## src/sv/lcd4_pkg.sv

```systemverilog
// ----------------------------------------------------------------------------
// lcd4_pkg
// Shared types, codes and constant tables of the 4-bit character LCD
// command sequencer.
// ----------------------------------------------------------------------------
`default_nettype none

package lcd4_pkg;

  // Command codes on the request channel
  typedef enum logic [2:0] {
    OP_INIT   = 3'd0,
    OP_CLEAR  = 3'd1,
    OP_LOCATE = 3'd2,
    OP_PUTCH  = 3'd3,
    OP_GLYPH  = 3'd4
  } op_t;

  // Kind of work queued for the back end
  typedef enum logic {
    K_INIT  = 1'b0,
    K_BYTES = 1'b1
  } kind_t;

  // Back end sequencer states
  typedef enum logic [1:0] {
    BK_IDLE  = 2'd0,
    BK_WAKE  = 2'd1,
    BK_INIT  = 2'd2,
    BK_BYTES = 2'd3
  } back_state_t;

  // Three patterns per nibble: enable low, enable high, enable low
  typedef enum logic [1:0] {
    PH_SETUP  = 2'd0,
    PH_STROBE = 2'd1,
    PH_HOLD   = 2'd2
  } phase_t;

  localparam int EXTRA_W = 13;
  localparam int HOLD_W  = 15;

  localparam logic [HOLD_W-1:0]  HOLD_WAKE    = 15'd20000;
  localparam logic [EXTRA_W-1:0] EXTRA_BYTE   = 13'd53;
  localparam logic [EXTRA_W-1:0] EXTRA_CLEAR  = 13'd2053;
  localparam logic [3:0]         INIT_LAST    = 4'd13;
  localparam logic [4:0]         BYTE_LAST    = 5'd1;
  localparam logic [4:0]         GLYPH_LAST   = 5'd17;
  localparam logic [7:0]         CMD_CLEAR    = 8'h01;
  localparam logic [7:0]         DDRAM_SET    = 8'h80;
  localparam logic [1:0]         CGRAM_SET    = 2'b01;

  // Work item between front and back end
  typedef struct packed {
    kind_t               kind;
    logic                rs_first;
    logic [7:0]          first_byte;
    logic [EXTRA_W-1:0]  first_extra;
    logic                glyph;
    logic [63:0]         rows;
  } desc_t;

  typedef struct packed {
    logic empty;
    logic full;
  } queue_status_t;

  // DDRAM row start addresses
  function automatic logic [7:0] row_offset(input logic [1:0] row);
    logic [7:0] off;
    case (row)
      2'd0:    off = 8'h00;
      2'd1:    off = 8'h40;
      2'd2:    off = 8'h14;
      default: off = 8'h54;
    endcase
    return off;
  endfunction

  // Init nibble stream: wake-up 3,3,3,2 then bytes 28 08 01 06 0c
  function automatic logic [3:0] init_nibble(input logic [3:0] idx);
    logic [3:0] nib;
    case (idx)
      4'd0, 4'd1, 4'd2: nib = 4'h3;
      4'd3, 4'd4:       nib = 4'h2;
      4'd5:             nib = 4'h8;
      4'd7:             nib = 4'h8;
      4'd9:             nib = 4'h1;
      4'd11:            nib = 4'h6;
      4'd12:            nib = 4'h0;
      4'd13:            nib = 4'hC;
      default:          nib = 4'h0;
    endcase
    return nib;
  endfunction

  // Extra hold added to the final pattern of each init nibble
  function automatic logic [EXTRA_W-1:0] init_extra(input logic [3:0] idx);
    logic [EXTRA_W-1:0] ext;
    case (idx)
      4'd0:                          ext = 13'd5000;
      4'd1:                          ext = 13'd200;
      4'd2, 4'd3, 4'd5, 4'd7:        ext = EXTRA_BYTE;
      4'd9:                          ext = 13'd2213;
      4'd11, 4'd13:                  ext = EXTRA_BYTE;
      default:                       ext = '0;
    endcase
    return ext;
  endfunction

endpackage

`default_nettype wire

```

## src/sv/lcd4_cmd_if.sv

```systemverilog
// ----------------------------------------------------------------------------
// lcd4_cmd_if
// Command request channel: valid/ready handshake plus command fields.
// ----------------------------------------------------------------------------
`default_nettype none

interface lcd4_cmd_if;
  logic        valid;
  logic        ready;
  logic [2:0]  operation;
  logic [1:0]  row;
  logic [4:0]  column;
  logic [7:0]  char_code;
  logic [2:0]  glyph_slot;
  logic [63:0] glyph_rows;

  modport source (
    output valid, operation, row, column, char_code, glyph_slot, glyph_rows,
    input  ready
  );
  modport sink (
    input  valid, operation, row, column, char_code, glyph_slot, glyph_rows,
    output ready
  );
endinterface

`default_nettype wire

```

## src/sv/lcd4_pat_if.sv

```systemverilog
// ----------------------------------------------------------------------------
// lcd4_pat_if
// Pin pattern channel: valid/ready handshake plus pattern, hold and last.
// ----------------------------------------------------------------------------
`default_nettype none

interface lcd4_pat_if;
  logic        valid;
  logic        ready;
  logic [5:0]  port_value;
  logic [14:0] hold_us;
  logic        last;

  modport source (
    output valid, port_value, hold_us, last,
    input  ready
  );
  modport sink (
    input  valid, port_value, hold_us, last,
    output ready
  );
endinterface

`default_nettype wire

```

## src/sv/lcd4_front.sv

```systemverilog
// ----------------------------------------------------------------------------
// lcd4_front
// Accepts command requests and classifies them into queue work items.
// ----------------------------------------------------------------------------
`default_nettype none

module lcd4_front (
  lcd4_cmd_if.sink                 cmd,
  input  lcd4_pkg::queue_status_t  q_stat,
  output logic                     push,
  output lcd4_pkg::desc_t          desc
);

  logic       known;
  logic [7:0] locate_byte;

  // Requests are taken whenever the queue has room; unknown codes are dropped
  assign cmd.ready = !q_stat.full;

  assign locate_byte = (lcd4_pkg::row_offset(cmd.row) + {3'b000, cmd.column})
                       | lcd4_pkg::DDRAM_SET;

  // Command decode
  always_comb begin
    known            = 1'b1;
    desc.kind        = lcd4_pkg::K_BYTES;
    desc.rs_first    = 1'b0;
    desc.first_byte  = lcd4_pkg::CMD_CLEAR;
    desc.first_extra = lcd4_pkg::EXTRA_BYTE;
    desc.glyph       = 1'b0;
    desc.rows        = cmd.glyph_rows;
    case (cmd.operation)
      lcd4_pkg::OP_INIT: begin
        desc.kind = lcd4_pkg::K_INIT;
      end
      lcd4_pkg::OP_CLEAR: begin
        desc.first_extra = lcd4_pkg::EXTRA_CLEAR;
      end
      lcd4_pkg::OP_LOCATE: begin
        desc.first_byte = locate_byte;
      end
      lcd4_pkg::OP_PUTCH: begin
        desc.rs_first   = 1'b1;
        desc.first_byte = cmd.char_code;
      end
      lcd4_pkg::OP_GLYPH: begin
        desc.first_byte = {lcd4_pkg::CGRAM_SET, cmd.glyph_slot, 3'b000};
        desc.glyph      = 1'b1;
      end
      default: begin
        known = 1'b0;
      end
    endcase
  end

  assign push = cmd.valid && cmd.ready && known;

endmodule

`default_nettype wire

```

## src/sv/lcd4_queue.sv

```systemverilog
// ----------------------------------------------------------------------------
// lcd4_queue
// Short FIFO of work items between the front and back ends.
// ----------------------------------------------------------------------------
`default_nettype none

module lcd4_queue #(
  parameter int DEPTH = 2
) (
  input  logic                     clk,
  input  logic                     rst,
  input  logic                     push,
  input  lcd4_pkg::desc_t          push_data,
  input  logic                     pop,
  output lcd4_pkg::desc_t          pop_data,
  output lcd4_pkg::queue_status_t  status
);

  localparam int PTR_W = (DEPTH > 1) ? $clog2(DEPTH) : 1;
  localparam int CNT_W = $clog2(DEPTH + 1);
  localparam logic [PTR_W-1:0] PTR_LAST = PTR_W'(DEPTH - 1);
  localparam logic [CNT_W-1:0] CNT_FULL = CNT_W'(DEPTH);

  lcd4_pkg::desc_t  entries [DEPTH];
  logic [PTR_W-1:0] wr_ptr;
  logic [PTR_W-1:0] rd_ptr;
  logic [CNT_W-1:0] count;
  logic             do_push;
  logic             do_pop;

  assign status.empty = (count == '0);
  assign status.full  = (count == CNT_FULL);
  assign do_push      = push && !status.full;
  assign do_pop       = pop && !status.empty;
  assign pop_data     = entries[rd_ptr];

  // Storage
  always_ff @(posedge clk) begin
    if (do_push) begin
      entries[wr_ptr] <= push_data;
    end
  end

  // Pointers and fill count
  always_ff @(posedge clk) begin
    if (rst) begin
      wr_ptr <= '0;
      rd_ptr <= '0;
      count  <= '0;
    end else begin
      if (do_push) begin
        wr_ptr <= (wr_ptr == PTR_LAST) ? '0 : wr_ptr + 1'b1;
      end
      if (do_pop) begin
        rd_ptr <= (rd_ptr == PTR_LAST) ? '0 : rd_ptr + 1'b1;
      end
      if (do_push && !do_pop) begin
        count <= count + 1'b1;
      end else if (do_pop && !do_push) begin
        count <= count - 1'b1;
      end
    end
  end

endmodule

`default_nettype wire

```

## src/sv/lcd4_back.sv

```systemverilog
// ----------------------------------------------------------------------------
// lcd4_back
// Expands queued work items into timed pin patterns, one per cycle while the
// pattern receiver is ready, through a registered output stage.
// ----------------------------------------------------------------------------
`default_nettype none

module lcd4_back (
  input  logic                     clk,
  input  logic                     rst,
  input  lcd4_pkg::queue_status_t  q_stat,
  input  lcd4_pkg::desc_t          q_data,
  output logic                     pop,
  output logic                     idle,
  lcd4_pat_if.source               pat
);

  lcd4_pkg::back_state_t state;
  lcd4_pkg::back_state_t state_next;
  lcd4_pkg::phase_t      phase;

  logic [4:0]                   nib_idx;
  logic [71:0]                  byte_sr;
  logic                         rs_first;
  logic [lcd4_pkg::EXTRA_W-1:0] first_extra;
  logic                         glyph;

  logic                         pat_valid;
  logic [5:0]                   pat_port;
  logic [lcd4_pkg::HOLD_W-1:0]  pat_hold;
  logic                         pat_last;

  logic                         step;
  logic                         cur_rs;
  logic [3:0]                   cur_nib;
  logic [lcd4_pkg::EXTRA_W-1:0] cur_extra;
  logic                         nib_last;
  logic [5:0]                   p_port;
  logic [lcd4_pkg::HOLD_W-1:0]  p_hold;
  logic                         p_last;

  assign idle = (state == lcd4_pkg::BK_IDLE);
  assign pop  = idle && !q_stat.empty;
  assign step = !idle && (!pat_valid || pat.ready);

  // Next state
  always_comb begin
    state_next = state;
    case (state)
      lcd4_pkg::BK_IDLE: begin
        if (!q_stat.empty) begin
          state_next = (q_data.kind == lcd4_pkg::K_INIT) ? lcd4_pkg::BK_WAKE
                                                         : lcd4_pkg::BK_BYTES;
        end
      end
      lcd4_pkg::BK_WAKE: begin
        if (step) state_next = lcd4_pkg::BK_INIT;
      end
      lcd4_pkg::BK_INIT, lcd4_pkg::BK_BYTES: begin
        if (step && p_last) state_next = lcd4_pkg::BK_IDLE;
      end
      default: state_next = lcd4_pkg::BK_IDLE;
    endcase
  end

  // Current nibble source: init table or the byte shift register
  always_comb begin
    if (state == lcd4_pkg::BK_INIT) begin
      cur_rs    = 1'b0;
      cur_nib   = lcd4_pkg::init_nibble(nib_idx[3:0]);
      cur_extra = lcd4_pkg::init_extra(nib_idx[3:0]);
      nib_last  = (nib_idx[3:0] == lcd4_pkg::INIT_LAST);
    end else begin
      cur_rs    = (nib_idx[4:1] == '0) ? rs_first : 1'b1;
      cur_nib   = nib_idx[0] ? byte_sr[3:0] : byte_sr[7:4];
      if (!nib_idx[0]) begin
        cur_extra = '0;
      end else if (nib_idx == lcd4_pkg::BYTE_LAST) begin
        cur_extra = first_extra;
      end else begin
        cur_extra = lcd4_pkg::EXTRA_BYTE;
      end
      nib_last  = (nib_idx == (glyph ? lcd4_pkg::GLYPH_LAST : lcd4_pkg::BYTE_LAST));
    end
  end

  // Pattern for this step
  always_comb begin
    p_port = {cur_rs, (phase == lcd4_pkg::PH_STROBE), cur_nib};
    p_last = 1'b0;
    case (phase)
      lcd4_pkg::PH_SETUP:  p_hold = '0;
      lcd4_pkg::PH_STROBE: p_hold = lcd4_pkg::HOLD_W'(1);
      lcd4_pkg::PH_HOLD: begin
        p_hold = lcd4_pkg::HOLD_W'(1) + lcd4_pkg::HOLD_W'(cur_extra);
        p_last = nib_last;
      end
      default:             p_hold = '0;
    endcase
    if (state == lcd4_pkg::BK_WAKE) begin
      p_port = '0;
      p_hold = lcd4_pkg::HOLD_WAKE;
      p_last = 1'b0;
    end
  end

  // State, counters and output valid
  always_ff @(posedge clk) begin
    if (rst) begin
      state     <= lcd4_pkg::BK_IDLE;
      phase     <= lcd4_pkg::PH_SETUP;
      nib_idx   <= '0;
      pat_valid <= 1'b0;
    end else begin
      state <= state_next;
      if (step) begin
        pat_valid <= 1'b1;
      end else if (pat.ready) begin
        pat_valid <= 1'b0;
      end
      if (pop) begin
        phase   <= lcd4_pkg::PH_SETUP;
        nib_idx <= '0;
      end else if (step && state != lcd4_pkg::BK_WAKE) begin
        case (phase)
          lcd4_pkg::PH_SETUP:  phase <= lcd4_pkg::PH_STROBE;
          lcd4_pkg::PH_STROBE: phase <= lcd4_pkg::PH_HOLD;
          default: begin
            phase   <= lcd4_pkg::PH_SETUP;
            nib_idx <= nib_idx + 1'b1;
          end
        endcase
      end
    end
  end

  // Work item payload and byte shifter
  always_ff @(posedge clk) begin
    if (pop) begin
      byte_sr     <= {q_data.rows, q_data.first_byte};
      rs_first    <= q_data.rs_first;
      first_extra <= q_data.first_extra;
      glyph       <= q_data.glyph;
    end else if (step && state == lcd4_pkg::BK_BYTES && phase == lcd4_pkg::PH_HOLD
                 && nib_idx[0]) begin
      byte_sr <= {8'h00, byte_sr[71:8]};
    end
  end

  // Output register
  always_ff @(posedge clk) begin
    if (step) begin
      pat_port <= p_port;
      pat_hold <= p_hold;
      pat_last <= p_last;
    end
  end

  assign pat.valid      = pat_valid;
  assign pat.port_value = pat_port;
  assign pat.hold_us    = pat_hold;
  assign pat.last       = pat_last;

endmodule

`default_nettype wire

```

## src/sv/char_lcd_4bit_command_sequencer_core.sv

```systemverilog
// ----------------------------------------------------------------------------
// char_lcd_4bit_command_sequencer_core
// 4-bit character LCD command sequencer: commands in, timed pin patterns out.
// ----------------------------------------------------------------------------
// Usage:
//   cmd : command requests (init, clear, locate, put character, define glyph).
//         A request is taken whenever the work queue has room, so commands
//         can be posted back to back while earlier ones are still playing.
//         Codes 5..7 are accepted and produce nothing.
//   pat : pin patterns, several per command: port_value (data nibble, enable,
//         register select), hold_us and last on the final pattern.
//   A command accepted into an empty, idle block passes the work queue, the
//   sequencer state and the output register before its first pattern is valid.
//   Throughput: one pattern per cycle while the receiver is ready; the back
//   end pauses after each command to fetch the next queue entry. A command
//   gives 6 patterns for clear/locate/put character, 43 for init and 54 for
//   define glyph. The pattern sequencer is the limiting unit.
//   A stall on pat freezes the output register and the sequencer; the queue
//   keeps taking commands until it is full, then cmd.ready drops.
//   Reset empties the queue, returns the sequencer to idle and drops
//   pat.valid.
// ----------------------------------------------------------------------------
`default_nettype none

module char_lcd_4bit_command_sequencer_core #(
  parameter int QUEUE_DEPTH = 2
) (
  input  logic        clk,
  input  logic        rst,
  lcd4_cmd_if.sink    cmd,
  lcd4_pat_if.source  pat
);

  lcd4_pkg::queue_status_t q_stat;
  lcd4_pkg::desc_t         push_desc;
  lcd4_pkg::desc_t         pop_desc;
  logic                    push;
  logic                    pop;
  logic                    back_idle;

  // Front end: accept and classify
  lcd4_front u_front (
    .cmd    (cmd),
    .q_stat (q_stat),
    .push   (push),
    .desc   (push_desc)
  );

  // Work queue
  lcd4_queue #(
    .DEPTH (QUEUE_DEPTH)
  ) u_queue (
    .clk       (clk),
    .rst       (rst),
    .push      (push),
    .push_data (push_desc),
    .pop       (pop),
    .pop_data  (pop_desc),
    .status    (q_stat)
  );

  // Back end: pattern sequencer
  lcd4_back u_back (
    .clk    (clk),
    .rst    (rst),
    .q_stat (q_stat),
    .q_data (pop_desc),
    .pop    (pop),
    .idle   (back_idle),
    .pat    (pat)
  );

  // Queue never written while full
  assert property (@(posedge clk) disable iff (rst) !(push && q_stat.full))
    else $error("queue push while full");

  // An idle sequencer fetches pending work on the next edge
  assert property (@(posedge clk) disable iff (rst)
                   (back_idle && !q_stat.empty) |=> !back_idle)
    else $error("sequencer did not start pending work");

  // Hold time never exceeds the wake-up idle
  assert property (@(posedge clk) disable iff (rst)
                   pat.valid |-> (pat.hold_us <= lcd4_pkg::HOLD_WAKE))
    else $error("hold time out of range");

  // No pattern right after reset
  assert property (@(posedge clk) $past(rst) |-> !pat.valid)
    else $error("pattern valid after reset");

endmodule

`default_nettype wire
```

## src/flat_wrapper.sv

```systemverilog
// flat-port wrapper written by rule: the top's interface ports become plain ports
module char_lcd_4bit_command_sequencer_core_flat 
#(
  parameter int QUEUE_DEPTH = 2
)
  (clk, rst, cmd_valid, cmd_operation, cmd_row, cmd_column, cmd_char_code, cmd_glyph_slot, cmd_glyph_rows, cmd_ready, pat_valid, pat_port_value, pat_hold_us, pat_last, pat_ready);
  lcd4_cmd_if cmd_i ();
  lcd4_pat_if pat_i ();
  input  logic clk;
  input  logic rst;
  input wire logic [$bits(cmd_i.valid)-1:0] cmd_valid;
  input wire logic [$bits(cmd_i.operation)-1:0] cmd_operation;
  input wire logic [$bits(cmd_i.row)-1:0] cmd_row;
  input wire logic [$bits(cmd_i.column)-1:0] cmd_column;
  input wire logic [$bits(cmd_i.char_code)-1:0] cmd_char_code;
  input wire logic [$bits(cmd_i.glyph_slot)-1:0] cmd_glyph_slot;
  input wire logic [$bits(cmd_i.glyph_rows)-1:0] cmd_glyph_rows;
  output wire logic [$bits(cmd_i.ready)-1:0] cmd_ready;
  output wire logic [$bits(pat_i.valid)-1:0] pat_valid;
  output wire logic [$bits(pat_i.port_value)-1:0] pat_port_value;
  output wire logic [$bits(pat_i.hold_us)-1:0] pat_hold_us;
  output wire logic [$bits(pat_i.last)-1:0] pat_last;
  input wire logic [$bits(pat_i.ready)-1:0] pat_ready;
  assign cmd_i.valid = cmd_valid;
  assign cmd_i.operation = cmd_operation;
  assign cmd_i.row = cmd_row;
  assign cmd_i.column = cmd_column;
  assign cmd_i.char_code = cmd_char_code;
  assign cmd_i.glyph_slot = cmd_glyph_slot;
  assign cmd_i.glyph_rows = cmd_glyph_rows;
  assign cmd_ready = cmd_i.ready;
  assign pat_valid = pat_i.valid;
  assign pat_port_value = pat_i.port_value;
  assign pat_hold_us = pat_i.hold_us;
  assign pat_last = pat_i.last;
  assign pat_i.ready = pat_ready;
  char_lcd_4bit_command_sequencer_core #(.QUEUE_DEPTH(QUEUE_DEPTH)) u_core (.clk(clk), .rst(rst), .cmd(cmd_i), .pat(pat_i));
endmodule
```

## config.mk

```make
export PLATFORM = sky130hd
export DESIGN_NAME = char_lcd_4bit_command_sequencer_core_flat
export DESIGN_NICKNAME = d
export VERILOG_FILES = /design/src/sv/lcd4_pkg.sv /design/src/sv/lcd4_cmd_if.sv /design/src/sv/lcd4_pat_if.sv /design/src/sv/lcd4_front.sv /design/src/sv/lcd4_queue.sv /design/src/sv/lcd4_back.sv /design/src/sv/char_lcd_4bit_command_sequencer_core.sv /design/src/flat_wrapper.sv
export SDC_FILE = /design/constraint.sdc
export NUM_CORES = 1
export LEC_CHECK = 0
export BUFFER_PORTS_ARGS = -buffer_cell sky130_fd_sc_hd__buf_4
export CORE_MARGIN = 10
export CORE_UTILIZATION = 25
export DETAILED_ROUTE_END_ITERATION = 8
export SKIP_LAST_GASP = 1
export SLEW_MARGIN = 20
export SYNTH_ARGS = -nofsm -noshare
export SYNTH_HDL_FRONTEND = slang
export SYNTH_SLANG_ARGS = --single-unit
```

## constraint.sdc

```tcl
create_clock -name clk -period 12.6 [get_ports clk]
set_clock_uncertainty 0.05 [all_clocks]
set_input_delay 1.89 -clock clk [delete_from_list [all_inputs] [get_ports clk]]
set_output_delay 1.89 -clock clk [all_outputs]
set_load 0.005 [all_outputs]
```

==> impl_metrics.csv <==
group,metric,value,unit
cts,cts-resized-gates,0,
die,rows,75,
cts,cts_tree,"yes",
yosys,synthCells,709,
global_routing,antenna_found_initial,1,
sta,fmax,0.297,GHz
critical_path,cp.required,12710,ps
global_routing,grt_pass1_vias,5984,
detailed_routing,drt_iter0_markers,426,
critical_path,start_kind,"input port",
yosys,synth_simple_gate_area_frac,0.0654,
detailed_routing,wl,22800,um
detailed_routing,drc,0,
detailed_routing,dr_total_vias,5825,
die,fp.dieArea,51500,um2
sta,setup_viol,0,
hold_path,hp-start,"u_core.u_back.phase[1]$_SDFFE_PP0N_",
yosys,yosys.area_share.adder,0.0164,
critical_path,r2r-start,"u_core.u_back.state[0]$_SDFFE_PP0P_",
outcome,status,"completed",
cts,clk_latency,550,ps
global_routing,grt_max_degree,81,
detailed_routing,detail_route.first_pass.iterations,4,
die,fp.coreArea,42100,um2
yosys,synth_xor_area_frac,0.00982,
cts,cts_inserted_buffers,28,
cts,postCtsSetupBuffers,0,
critical_path,reg2reg_depth,8,
detailed_routing,viasPerCell,4.23,
yosys,ys_types,50,
cts,cts-htree-levels,1,
critical_path,r2r_slack,9450,ps
sta,min_period,3370,ps
detailed_routing,wl_per_cell,16.5,um
yosys,synth_mux_area_frac,0.0823,
yosys,postSynth.asyncResetShare,0,
sta,setup_tns,0,ps
critical_path,crit_type,"in -> reg",
yosys,ys_ff_latch,274,
pwr,p_leak,0.00456,uW
detailed_routing,antenna_left,0,
place,portBuffers,111,
pwr,powerDensity,214,nW/um2
finish,fin_area,13000,um2
place,dp.final_hpwl,14900,um
yosys,synth_edf_count,248,
cts,clock-root-buffer,"clkbuf_16",
critical_path,cp-startpoint,"pat_ready",
critical_path,end_kind,"flop",
die,start_util,0.254,
sta,slew_headroom,0.341,
cts,cts.sinks,274,
place,placed_area,12100,um2
yosys,synth_nets,812,
yosys,yosysWarnings,0,
finish,syn2layout_area_growth,21.4,%
critical_path,cp_max_fo,72,
finish,nFillCells,4115,
finish,drive_gt1_frac,0.201,
place,gp_congestion,0.740,
critical_path,r2r_end,"u_core.u_queue.count[1]$_SDFFE_PP0P_",
yosys,avgSynthCellArea,15.1,um2
yosys,synth_compound_area_frac,0.0591,
yosys,yosysSeqAreaShare,0.744,
global_routing,grt_overflow,0,
flow_run,cap_violations,0,
die,die_x,227,um
cts,clockBufferDepth,3,
pwr,ir_drop,0.000109,V
critical_path,crit_end,"u_core.u_back.byte_sr[10]$_DFFE_PP_",
die,io_pins,113,
yosys,synth_top_family_by_area,"multiplexers",
die,die_h,227,um
sta,fin_crit_sh,0.267,
sta,final-hold-violation-count,0,
global_routing,track_usage,0.0855,
sta,rsz0062_at_grt,"no",
yosys,synth_ff_type,"edfxtp_1",
hold_path,worstHoldPathType,"reg -> reg",
cts,path_clk_slew,60,ps
finish,fin_nets,919,
yosys,syn_area,10700,um2
global_routing,grt_first_pass_wirelength,33800,um
sta,worstMarginPinSlew,988,ps
critical_path,cp.arrival,3470,ps
sta,slew_viol_final,0,
cts,hold_buffers,0,
registers in the layout (all words and copies together), names as in the netlist, named ones only:
register and cells:
u_core.u_back.byte_sr 72, u_core.u_back.first_extra 2, u_core.u_queue.rd_ptr 1, u_core.u_back.state 2, u_core.u_back.pat.port_value 6, u_core.u_back.phase 2, u_core.u_queue.count 2, u_core.u_back.pat.valid 1
u_core.u_back.rs_first 1, u_core.u_queue.wr_ptr 1, u_core.u_back.nib_idx 5, u_core.u_back.pat.hold_us 11, u_core.u_back.pat.last 1, u_core.u_back.glyph 1, u_core.u_queue.entries 154
cells in the final DEF (no fill, tap or decap), types with 4 or more instances in the layout:
cell type | netlist | routed
a21oi_1 | 16 | 16
nand4_1 | 5 | 5
nand3_1 | 5 | 5
ha_1 | 14 | 14
nand2b_1 | 5 | 5
nor2_1 | 39 | 37
o21ai_0 | 72 | 72
mux2_2 | 4 | 4
or3_1 | 4 | 4
o21ai_1 | 5 | 4
edfxtp_1 | 248 | 248
and3_1 | 6 | 6
buf_4 | 4 | 115
inv_1 | 12 | 12
clkbuf_1 | 23 | 11
nand2_1 | 72 | 72
xnor2_1 | 5 | 5
clkbuf_16 | 0 | 28
xor2_1 | 7 | 7
dfxtp_1 | 26 | 25
mux2i_1 | 81 | 81
nor3_1 | 6 | 6
worst max-delay path: stages:
cell and delay [ps]:
buf_4 80, nand2b_1 290, nor2b_1 260, a41o_4 860
cell usage after synthesis, types with 2 or more instances:
cell type  instances  share of area
a211oi_1           3         0.0021
a21oi_1           16         0.0075
a221oi_1           2         0.0016
a22oi_1            2         0.0014
a31oi_1            3         0.0018
and3_1             6         0.0035
and4_1             2         0.0016
buf_2             10         0.0047
buf_4              4         0.0028
buf_6              2         0.0021
clkbuf_1          23         0.0081
dfxtp_1           26          0.049
edfxtp_1         248           0.70
ha_1              14          0.016
inv_1             12         0.0042
mux2_2             4         0.0042
mux2i_1           81          0.076
nand2_1           72          0.025
nand2b_1           5         0.0029
nand3_1            5         0.0023
nand4_1            5         0.0029
nor2_1            39          0.014
nor2b_1            3         0.0018
nor3_1             6         0.0028
nor3b_1            2         0.0014
o21ai_0           72          0.034
o21ai_1            5         0.0023
o21bai_1           2         0.0014
or3_1              4         0.0023
xnor2_1            5         0.0041
xor2_1             7         0.0057
worst min-delay path by stage:
stage | endpoint | slack [ps] | cells after the start
after floorplan | u_core.u_back.phase[1]$_SDFFE_PP0N_ | 400 | 2
after global placement | u_core.u_back.phase[1]$_SDFFE_PP0N_ | 420 | 2
after detailed placement | u_core.u_back.phase[1]$_SDFFE_PP0N_ | 420 | 2
after CTS | u_core.u_back.phase[1]$_SDFFE_PP0N_ | 430 | 2
after global routing | u_core.u_back.phase[1]$_SDFFE_PP0N_ | 470 | 2
final | u_core.u_back.phase[1]$_SDFFE_PP0N_ | 430 | 2
layout make-up:
type / instances / area [um2] / area share
Sequential cell: 274 / 7970 / 0.613
Clock buffer: 42 / 783 / 0.0602
Inverter: 13 / 48.8 / 0.00375
Clock inverter: 8 / 101 / 0.00779
Antenna cell: 1 / 2.50 / 0.000192
Tap cell: 539 / 674 / 0.0519
Multi-Input combinational cell: 382 / 2540 / 0.195
Timing Repair Buffer: 117 / 886 / 0.0681
stage by stage:
stage	setup slack (ps)	std cells	total power (uW)	hold WS, ps	utilization
2_1_floorplan	6610	709	1790	403	-
6_report	9230	1376	2780	425	0.309
5_1_grt	9130	1376	2950	471	0.309
4_1_cts	9080	1375	2830	425	0.308
3_3_place_gp	8510	1325	2010	415	0.287
3_5_place_dp	8500	1325	2020	417	0.287
power by group:
part	switching, uW	internal (uW)
Sequential	83.7	1310
Combinational	367	222
Clock	329	469
per-layer routing:
metal  part of all wire  up-vias  GRT usage
li1                   -     2844          -
met1               0.44     2796      0.109
met2               0.47      155      0.140
met3              0.074       30     0.0250
met4              0.015        0     0.0213
met5                  0        -          0
kinds of logic after synthesis:
group,Yosys count
xor gates and xnor gates,12
buffers and inverters,53
and+or+nand+nor,155
DFF,274
adders and majority gates,14
AOI/OAI and AO/OA,113
other,1
muxes,87
Power figures use the tool's default switching activity.
